### config.mk
export PLATFORM = sky130hd
export DESIGN_NAME = valve_actuator_supervisor
export DESIGN_NICKNAME = d
export VERILOG_FILES = /design/src/rtl/vas_pkg.sv /design/src/rtl/valve_actuator_supervisor.sv
export SDC_FILE = /design/constraint.sdc
export NUM_CORES = 1
export LEC_CHECK = 0
export BUFFER_PORTS_ARGS = -buffer_cell sky130_fd_sc_hd__buf_2
export CELL_PAD_IN_SITES_DETAIL_PLACEMENT = 1
export CELL_PAD_IN_SITES_GLOBAL_PLACEMENT = 1
export CORE_MARGIN = 3
export CORE_UTILIZATION = 40
export CTS_CLUSTER_SIZE = 20
export DETAILED_ROUTE_END_ITERATION = 10
export PLACE_DENSITY_LB_ADDON = 0.1
export SETUP_SLACK_MARGIN = 0.15
export SYNTH_ARGS = -nofsm -noshare
export SYNTH_HDL_FRONTEND = slang
export SYNTH_SLANG_ARGS = --single-unit
### constraint.sdc
create_clock -name clock -period 2.78 [get_ports clock]
set_clock_uncertainty 0.05 [all_clocks]
set_input_delay 0.278 -clock clock [delete_from_list [all_inputs] [get_ports clock]]
set_output_delay 0.278 -clock clock [all_outputs]
set_load 0.005 [all_outputs]
### src/rtl/vas_pkg.sv
// Types and codes shared by the valve actuator supervisor.
`timescale 1ns / 1ps

package vas_pkg;

   typedef enum logic [1:0] {
      REQ_TICK  = 2'd0,
      REQ_OPEN  = 2'd1,
      REQ_CLOSE = 2'd2,
      REQ_INIT  = 2'd3
   } req_code_type;

   typedef enum logic [1:0] {
      ST_UNKNOWN = 2'd0,
      ST_OPEN    = 2'd1,
      ST_CLOSED  = 2'd2,
      ST_UNUSED  = 2'd3
   } status_type;

   localparam int unsigned TIMEOUT_WIDTH = 8;
   localparam int unsigned PERIODS_WIDTH = 8;

   localparam logic CSR_OPEN_TIMEOUT  = 1'b0;
   localparam logic CSR_CLOSE_TIMEOUT = 1'b1;

   localparam logic [TIMEOUT_WIDTH-1:0] OPEN_TIMEOUT_RESET  = 8'd100;
   localparam logic [TIMEOUT_WIDTH-1:0] CLOSE_TIMEOUT_RESET = 8'd120;

   typedef struct packed {
      req_code_type req_type;
      logic         open_limit;
      logic         close_limit;
   } req_item_type;

   typedef struct packed {
      logic                     drive_open;
      logic                     drive_close;
      status_type               valve_state;
      logic [PERIODS_WIDTH-1:0] open_periods;
      logic [PERIODS_WIDTH-1:0] close_periods;
   } rsp_item_type;

endpackage

### src/rtl/valve_actuator_supervisor.sv
// Valve actuator supervisor top level: drive control, limit switch and timeout supervision.
`timescale 1ns / 1ps

// One item per cycle: each accepted command or timer period updates the drive, supervision
// and count registers in the cycle it is accepted, and the outputs after that update appear
// in the result register on the next cycle. A new item is taken whenever the result register
// is empty or its item is being taken in the same cycle. Counts saturate at
// 2^COUNT_WIDTH-1; the reported periods saturate at 255. The user must write timeouts via
// the csr_ port only while the block is idle; the block itself does not enforce this.
module valve_actuator_supervisor #(
   parameter int unsigned COUNT_WIDTH = 8
) (
   input  logic                               clock,
   input  logic                               reset,
   input  logic                               req_valid,
   output logic                               req_stall,
   input  vas_pkg::req_item_type              req_item,
   output logic                               rsp_valid,
   input  logic                               rsp_stall,
   output vas_pkg::rsp_item_type              rsp_item,
   input  logic                               csr_we,
   input  logic                               csr_index,
   input  logic [vas_pkg::TIMEOUT_WIDTH-1:0]  csr_wdata
);

   localparam int unsigned CMP_WIDTH =
      (COUNT_WIDTH > vas_pkg::TIMEOUT_WIDTH) ? COUNT_WIDTH : vas_pkg::TIMEOUT_WIDTH;
   localparam logic [COUNT_WIDTH-1:0] COUNT_MAX = {COUNT_WIDTH{1'b1}};
   localparam logic [CMP_WIDTH-1:0]   PERIODS_MAX = CMP_WIDTH'((1 << vas_pkg::PERIODS_WIDTH) - 1);

   logic [vas_pkg::TIMEOUT_WIDTH-1:0] open_timeout_ff;
   logic [vas_pkg::TIMEOUT_WIDTH-1:0] close_timeout_ff;

   // active supervision doubles as the drive level
   logic                   opening_ff, opening_in;
   logic                   closing_ff, closing_in;
   logic [COUNT_WIDTH-1:0] open_count_ff, open_count_in;
   logic [COUNT_WIDTH-1:0] close_count_ff, close_count_in;
   vas_pkg::status_type    status_ff, status_in;

   logic                   rsp_valid_ff;
   vas_pkg::rsp_item_type  rsp_item_ff, rsp_item_in;

   logic                   req_accept;
   logic [COUNT_WIDTH-1:0] open_inc, close_inc;
   logic [CMP_WIDTH-1:0]   open_ext, close_ext;

   assign req_stall  = rsp_valid_ff & rsp_stall;
   assign req_accept = req_valid & ~req_stall;
   assign rsp_valid  = rsp_valid_ff;
   assign rsp_item   = rsp_item_ff;

   assign open_inc  = (open_count_ff == COUNT_MAX) ? COUNT_MAX : open_count_ff + 1'b1;
   assign close_inc = (close_count_ff == COUNT_MAX) ? COUNT_MAX : close_count_ff + 1'b1;

   always_comb begin
      opening_in     = opening_ff;
      closing_in     = closing_ff;
      open_count_in  = open_count_ff;
      close_count_in = close_count_ff;
      status_in      = status_ff;
      unique case (req_item.req_type)
         vas_pkg::REQ_OPEN: begin
            opening_in    = 1'b1;
            open_count_in = '0;
            status_in     = vas_pkg::ST_UNKNOWN;
         end
         vas_pkg::REQ_CLOSE: begin
            closing_in     = 1'b1;
            close_count_in = '0;
            status_in      = vas_pkg::ST_UNKNOWN;
         end
         vas_pkg::REQ_INIT: begin
            if (req_item.open_limit) begin
               closing_in     = 1'b1;
               close_count_in = '0;
               status_in      = vas_pkg::ST_UNKNOWN;
            end else begin
               status_in = vas_pkg::ST_CLOSED;
            end
         end
         default: begin
            if (opening_ff) begin
               open_count_in = open_inc;
               if (req_item.open_limit) begin
                  opening_in = 1'b0;
                  status_in  = vas_pkg::ST_OPEN;
               end else if (CMP_WIDTH'(open_inc) > CMP_WIDTH'(open_timeout_ff)) begin
                  opening_in = 1'b0;
                  status_in  = vas_pkg::ST_UNKNOWN;
               end
            end
            // close side evaluated last so its status wins
            if (closing_ff) begin
               close_count_in = close_inc;
               if (req_item.close_limit) begin
                  closing_in = 1'b0;
                  status_in  = vas_pkg::ST_CLOSED;
               end else if (CMP_WIDTH'(close_inc) > CMP_WIDTH'(close_timeout_ff)) begin
                  closing_in = 1'b0;
                  status_in  = vas_pkg::ST_UNKNOWN;
               end
            end
         end
      endcase
   end

   always_comb begin
      open_ext  = CMP_WIDTH'(open_count_in);
      close_ext = CMP_WIDTH'(close_count_in);
      rsp_item_in.drive_open    = opening_in;
      rsp_item_in.drive_close   = closing_in;
      rsp_item_in.valve_state   = status_in;
      rsp_item_in.open_periods  = (open_ext > PERIODS_MAX) ?
         {vas_pkg::PERIODS_WIDTH{1'b1}} : open_ext[vas_pkg::PERIODS_WIDTH-1:0];
      rsp_item_in.close_periods = (close_ext > PERIODS_MAX) ?
         {vas_pkg::PERIODS_WIDTH{1'b1}} : close_ext[vas_pkg::PERIODS_WIDTH-1:0];
   end

   always_ff @(posedge clock) begin
      if (reset) begin
         open_timeout_ff  <= vas_pkg::OPEN_TIMEOUT_RESET;
         close_timeout_ff <= vas_pkg::CLOSE_TIMEOUT_RESET;
      end else if (csr_we) begin
         unique case (csr_index)
            vas_pkg::CSR_OPEN_TIMEOUT:  open_timeout_ff  <= csr_wdata;
            vas_pkg::CSR_CLOSE_TIMEOUT: close_timeout_ff <= csr_wdata;
            default: ;
         endcase
      end
   end

   always_ff @(posedge clock) begin
      if (reset) begin
         opening_ff     <= 1'b0;
         closing_ff     <= 1'b0;
         open_count_ff  <= '0;
         close_count_ff <= '0;
         status_ff      <= vas_pkg::ST_UNKNOWN;
      end else if (req_accept) begin
         opening_ff     <= opening_in;
         closing_ff     <= closing_in;
         open_count_ff  <= open_count_in;
         close_count_ff <= close_count_in;
         status_ff      <= status_in;
      end
   end

   always_ff @(posedge clock) begin
      if (reset) begin
         rsp_valid_ff <= 1'b0;
      end else if (req_accept) begin
         rsp_valid_ff <= 1'b1;
      end else if (!rsp_stall) begin
         rsp_valid_ff <= 1'b0;
      end
   end

   always_ff @(posedge clock) begin
      if (req_accept) begin
         rsp_item_ff <= rsp_item_in;
      end
   end

`ifndef ASSERT_OFF
   a_open_starts: assert property (@(posedge clock) disable iff (reset)
      req_accept && req_item.req_type == vas_pkg::REQ_OPEN |=>
         rsp_valid && rsp_item.drive_open && rsp_item.open_periods == '0)
      else $error("open command did not start the open drive");

   a_open_limit_stops: assert property (@(posedge clock) disable iff (reset)
      req_accept && req_item.req_type == vas_pkg::REQ_TICK && req_item.open_limit |=>
         !rsp_item.drive_open)
      else $error("open drive still on with open limit active");

   a_count_holds: assert property (@(posedge clock) disable iff (reset)
      !req_accept |=> $stable(open_count_ff) && $stable(close_count_ff))
      else $error("count changed without an item");
`endif

endmodule
==> impl_metrics.prom <==
# TYPE chip_impl_metric gauge
chip_impl_info{name="top_layer",value="met5"} 1
chip_impl_metric{name="clock_insertion_delay_worst_skew",unit="ns"} 0.34
chip_impl_metric{name="final_wirelength",unit="mm"} 9.79
chip_impl_metric{name="post_detail_place_hpwl",unit="mm"} 6.37
chip_impl_metric{name="worstPathMaxFanout",unit=""} 5
chip_impl_metric{name="share_of_the_synthesized_area_in_the_top_cell_type",unit=""} 0.234
chip_impl_metric{name="fp.coreArea",unit="um^2"} 7450
chip_impl_metric{name="postSynthNetCount",unit=""} 396
chip_impl_info{name="cp_cell_sequence",value="ha_4, and3_4, and3_4, nand2b_4, mux2i_2, inv_1, ha_4, nand4_1, or2_1, o31a_1, a221o_1, a21oi_2"} 1
chip_impl_metric{name="tightest_slew_margin_relative_to_the_limit",unit=""} 0.429
chip_impl_info{name="ys_top_cells_by_area",value="dfxtp_1 (23%), edfxtp_1 (19%), ha_1 (7.1%), nand2_1 (6.4%), a21oi_1 (5.1%)"} 1
chip_impl_metric{name="slew_viol_final",unit=""} 0
chip_impl_metric{name="achievable-frequency",unit="GHz"} 0.350
chip_impl_metric{name="h-tree-depth",unit=""} 3
chip_impl_metric{name="hold_buffers",unit=""} 0
chip_impl_metric{name="wl_met2",unit="mm"} 4.81
chip_impl_metric{name="maxCapViolations",unit=""} 0
chip_impl_metric{name="critical_path_buf_inv_count",unit=""} 1
chip_impl_metric{name="cts_num_sinks",unit=""} 57
chip_impl_metric{name="largest_net_degree_at_the_start_of_global_routing",unit=""} 25
chip_impl_metric{name="cts-buffers-inserted",unit=""} 9
chip_impl_metric{name="insertedDiodeCount",unit=""} 0
chip_impl_info{name="critPathCaptureType",value="register"} 1
chip_impl_metric{name="die_width",unit="um"} 94.9
chip_impl_info{name="most_used_flip_flop_cell_after_synthesis",value="dfxtp_1"} 1
chip_impl_metric{name="gp_congestion",unit=""} 0.776
chip_impl_metric{name="final.period_utilization",unit=""} 1.03
chip_impl_metric{name="ant_nets",unit=""} 0
chip_impl_metric{name="synth_cell_type_count",unit=""} 54
chip_impl_metric{name="post-route-min-period",unit="ns"} 2.86
chip_impl_metric{name="grt_first_pass_wirelength",unit="mm"} 15.4
chip_impl_metric{name="post_route_cells_drive_above_1_share",unit=""} 0.358
chip_impl_metric{name="pre_cts_slack",unit="ns"} -0.0345
chip_impl_metric{name="crit_path_max_incr_delay",unit="ns"} 0.38
chip_impl_metric{name="peak_supply_drop",unit="uV"} 218
chip_impl_metric{name="drc",unit=""} 0
chip_impl_metric{name="sequential_cell_area",unit="um^2"} 1360
chip_impl_metric{name="number_of_global_route_vias_before_repair",unit=""} 3127
chip_impl_info{name="timing.critical_path.slowest_stage_cell",value="a221o_1"} 1
chip_impl_metric{name="initial_cell_density_of_the_core",unit=""} 0.425
chip_impl_metric{name="std_cell_rows",unit=""} 31
chip_impl_metric{name="hold_violations",unit=""} 0
chip_impl_info{name="clock-root-buffer",value="clkbuf_8"} 1
chip_impl_info{name="timing.hold.worst.class",value="in2reg"} 1
chip_impl_metric{name="synth.yosys.warnings",unit=""} 0
chip_impl_metric{name="post_synthesis_instance_area",unit="um^2"} 3160
chip_impl_metric{name="starting_drt_drc_count",unit=""} 147
chip_impl_metric{name="number_of_enable_type_register_cells_in_the_synthesized_netlist",unit=""} 20
chip_impl_metric{name="synth_seq_cells",unit=""} 57
chip_impl_metric{name="placed_cell_area",unit="um^2"} 3630
chip_impl_metric{name="ys_async_rst_share",unit=""} 0
chip_impl_info{name="setup.worst_path.class",value="reg2reg"} 1
chip_impl_metric{name="routed_via_density",unit=""} 5.43
chip_impl_metric{name="boundaryPins",unit=""} 40
chip_impl_metric{name="portBuffers",unit=""} 39
chip_impl_metric{name="detailroute.via_count",unit=""} 2923
chip_impl_metric{name="met1_length",unit="mm"} 4.29
chip_impl_metric{name="fp.dieArea",unit="um^2"} 9010
chip_impl_metric{name="multi_input_area",unit="um^2"} 1990
chip_impl_metric{name="tightestPinTransition",unit="ns"} 0.857
chip_impl_metric{name="area_added_between_synthesis_and_finish",unit="%"} 34.0
chip_impl_metric{name="synth.yosys.seq_area_share",unit=""} 0.424
chip_impl_metric{name="detail_route.first_pass.iterations",unit=""} 4
chip_impl_metric{name="setup_viol_count_final",unit=""} 2
chip_impl_info{name="cts_tree",value="done"} 1
chip_impl_metric{name="timing.critical_path.arrival",unit="ns"} 3.08
chip_impl_metric{name="globalRouteTotalUtil",unit=""} 0.222
chip_impl_metric{name="cp_data_required_time",unit="ns"} 3.00
chip_impl_info{name="type_of_origin_of_the_critical_path",value="register"} 1
chip_impl_metric{name="die_height",unit="um"} 94.9
chip_impl_metric{name="power-per-cell-area",unit="nW/um^2"} 450
chip_impl_metric{name="final_net_count",unit=""} 470
chip_impl_metric{name="cts.reportedPaths.clkPinSlew",unit="ns"} 0.07
chip_impl_metric{name="final.setup.worst_slack",unit="ns"} -0.0791
chip_impl_info{name="violations",value="setup timing"} 1
chip_impl_info{name="run_status",value="finished with violations"} 1
chip_impl_metric{name="synthesis.instances",unit=""} 360
chip_impl_info{name="path_delay_family",value="simple AND/OR/NAND/NOR gates"} 1
chip_impl_metric{name="filler_cell_count",unit=""} 900
chip_impl_metric{name="lkg_pwr",unit="nW"} 1.79
chip_impl_metric{name="setup-tns-final",unit="ns"} -0.133
chip_impl_metric{name="gr-total-overflow",unit=""} 0
chip_impl_info{name="grt_setup_unrepaired",value="yes"} 1
chip_impl_metric{name="postLayoutCoreUtil",unit=""} 0.569
chip_impl_metric{name="grt_antenna_before_repair",unit=""} 1
chip_impl_metric{name="stdcell_area",unit="um^2"} 4240
chip_impl_metric{name="synthesis.area_per_instance",unit="um^2"} 8.79
chip_impl_metric{name="wl_met3",unit="um"} 523
chip_impl_metric{name="clk_path_buf_depth",unit=""} 2
chip_impl_info{name="synth_top_area_cell",value="dfxtp_1"} 1
chip_impl_metric{name="routed_wire_length_per_instance",unit="um"} 18.2
sequential cells by signal (all words and copies together) (netlist names):
register          count
rsp_item             20
close_count_ff        8
close_timeout_ff      8
open_count_ff         8
open_timeout_ff       8
status_ff             2
closing_ff            1
opening_ff            1
rsp_valid             1
layout make-up:
cell class,count,share of cell area
clock inverters,3,0.00354
inverters,26,0.0230
well taps,99,0.0292
multi-input cells,262,0.469
clock buffers,13,0.0375
repair buffers,78,0.118
flip-flops and latches,57,0.320
metal layers:
metal	GRT usage	vias up
met5	0	-
met4	0.0697	2
met3	0.0382	15
met2	0.382	75
met1	0.283	1407
li1	-	1424
final timing paths:
check / from / cells after the start / slack [ns] / to
setup reg to reg: close_count_ff[1] / 12 / -0.08 / status_ff[1]
setup / recovery: close_count_ff[1] / 12 / -0.08 / status_ff[1]
hold / removal: req_valid / 2 / 0.12 / rsp_valid
hold reg to reg: close_timeout_ff[1] / 2 / 0.40 / close_timeout_ff[1]
timing repair:
| item | 4_1_cts | 5_1_grt |
|---|---|---|
| endpoints found under the setup margin | 7 | 8 |
| buffers inserted | 13 | 3 |
| endpoints found under the hold margin | 0 | 0 |
| pin swaps | 17 | 11 |
| gates resized for setup | 23 | 35 |
power breakdown:
| group | switching [W] | leakage, nW | total (W) | internal (W) |
|---|---|---|---|---|
| registers | 0.0000266 | 0.508 | 0.000930 | 0.000903 |
| clock network | 0.000331 | 0.0932 | 0.000699 | 0.000368 |
| logic | 0.000165 | 1.19 | 0.000278 | 0.000113 |
cell usage after synthesis, types with 6 or more instances:
cell type and count:
and3_1 7, o211a_1 6, o21ai_0 13, nand3_1 18, o21ai_1 11, nor2_1 23, dfxtp_1 37, ha_1 18
clkbuf_1 8, nand2b_1 10, edfxtp_1 20, inv_1 26, nand2_1 54, a21oi_1 32
cell families after synthesis:
family | share of synthesized area
AO/OA/AOI/OAI | 0.205
adder cells (fa/ha/maj) | 0.0712
flip-flops | 0.424
AND/OR/NAND/NOR | 0.218
multiplexers | 0.00633
buffers and inverters | 0.0593
XOR/XNOR | 0.0166
cells in the final DEF (no fill, tap or decap), types with 4 or more instances in the layout:
cell type,Yosys,layout
a21oi_1,32,26
a21oi_2,2,8
a22o_1,5,5
and3_4,0,4
buf_2,2,39
buf_4,1,36
clkbuf_8,2,11
dfxtp_1,37,32
dfxtp_4,0,4
edfxtp_1,20,20
ha_1,18,5
ha_4,0,13
inv_1,26,25
nand2_1,54,52
nand2b_1,10,8
nand3_1,18,15
nand3_2,2,4
nor2_1,23,20
o211a_1,6,6
o211ai_1,5,5
o21a_1,5,5
o21ai_0,13,9
o21ai_1,11,11
xnor2_1,5,5
through the flow:
step	power (W)	instances	hold WS (ns)
floorplan	0.00109	360	0.288
global placement	0.00117	506	0.396
detailed placement	0.00118	506	0.399
CTS	0.00190	535	0.116
global route	0.00199	538	0.126
finish	0.00191	538	0.123
Power figures use the tool's default switching activity.
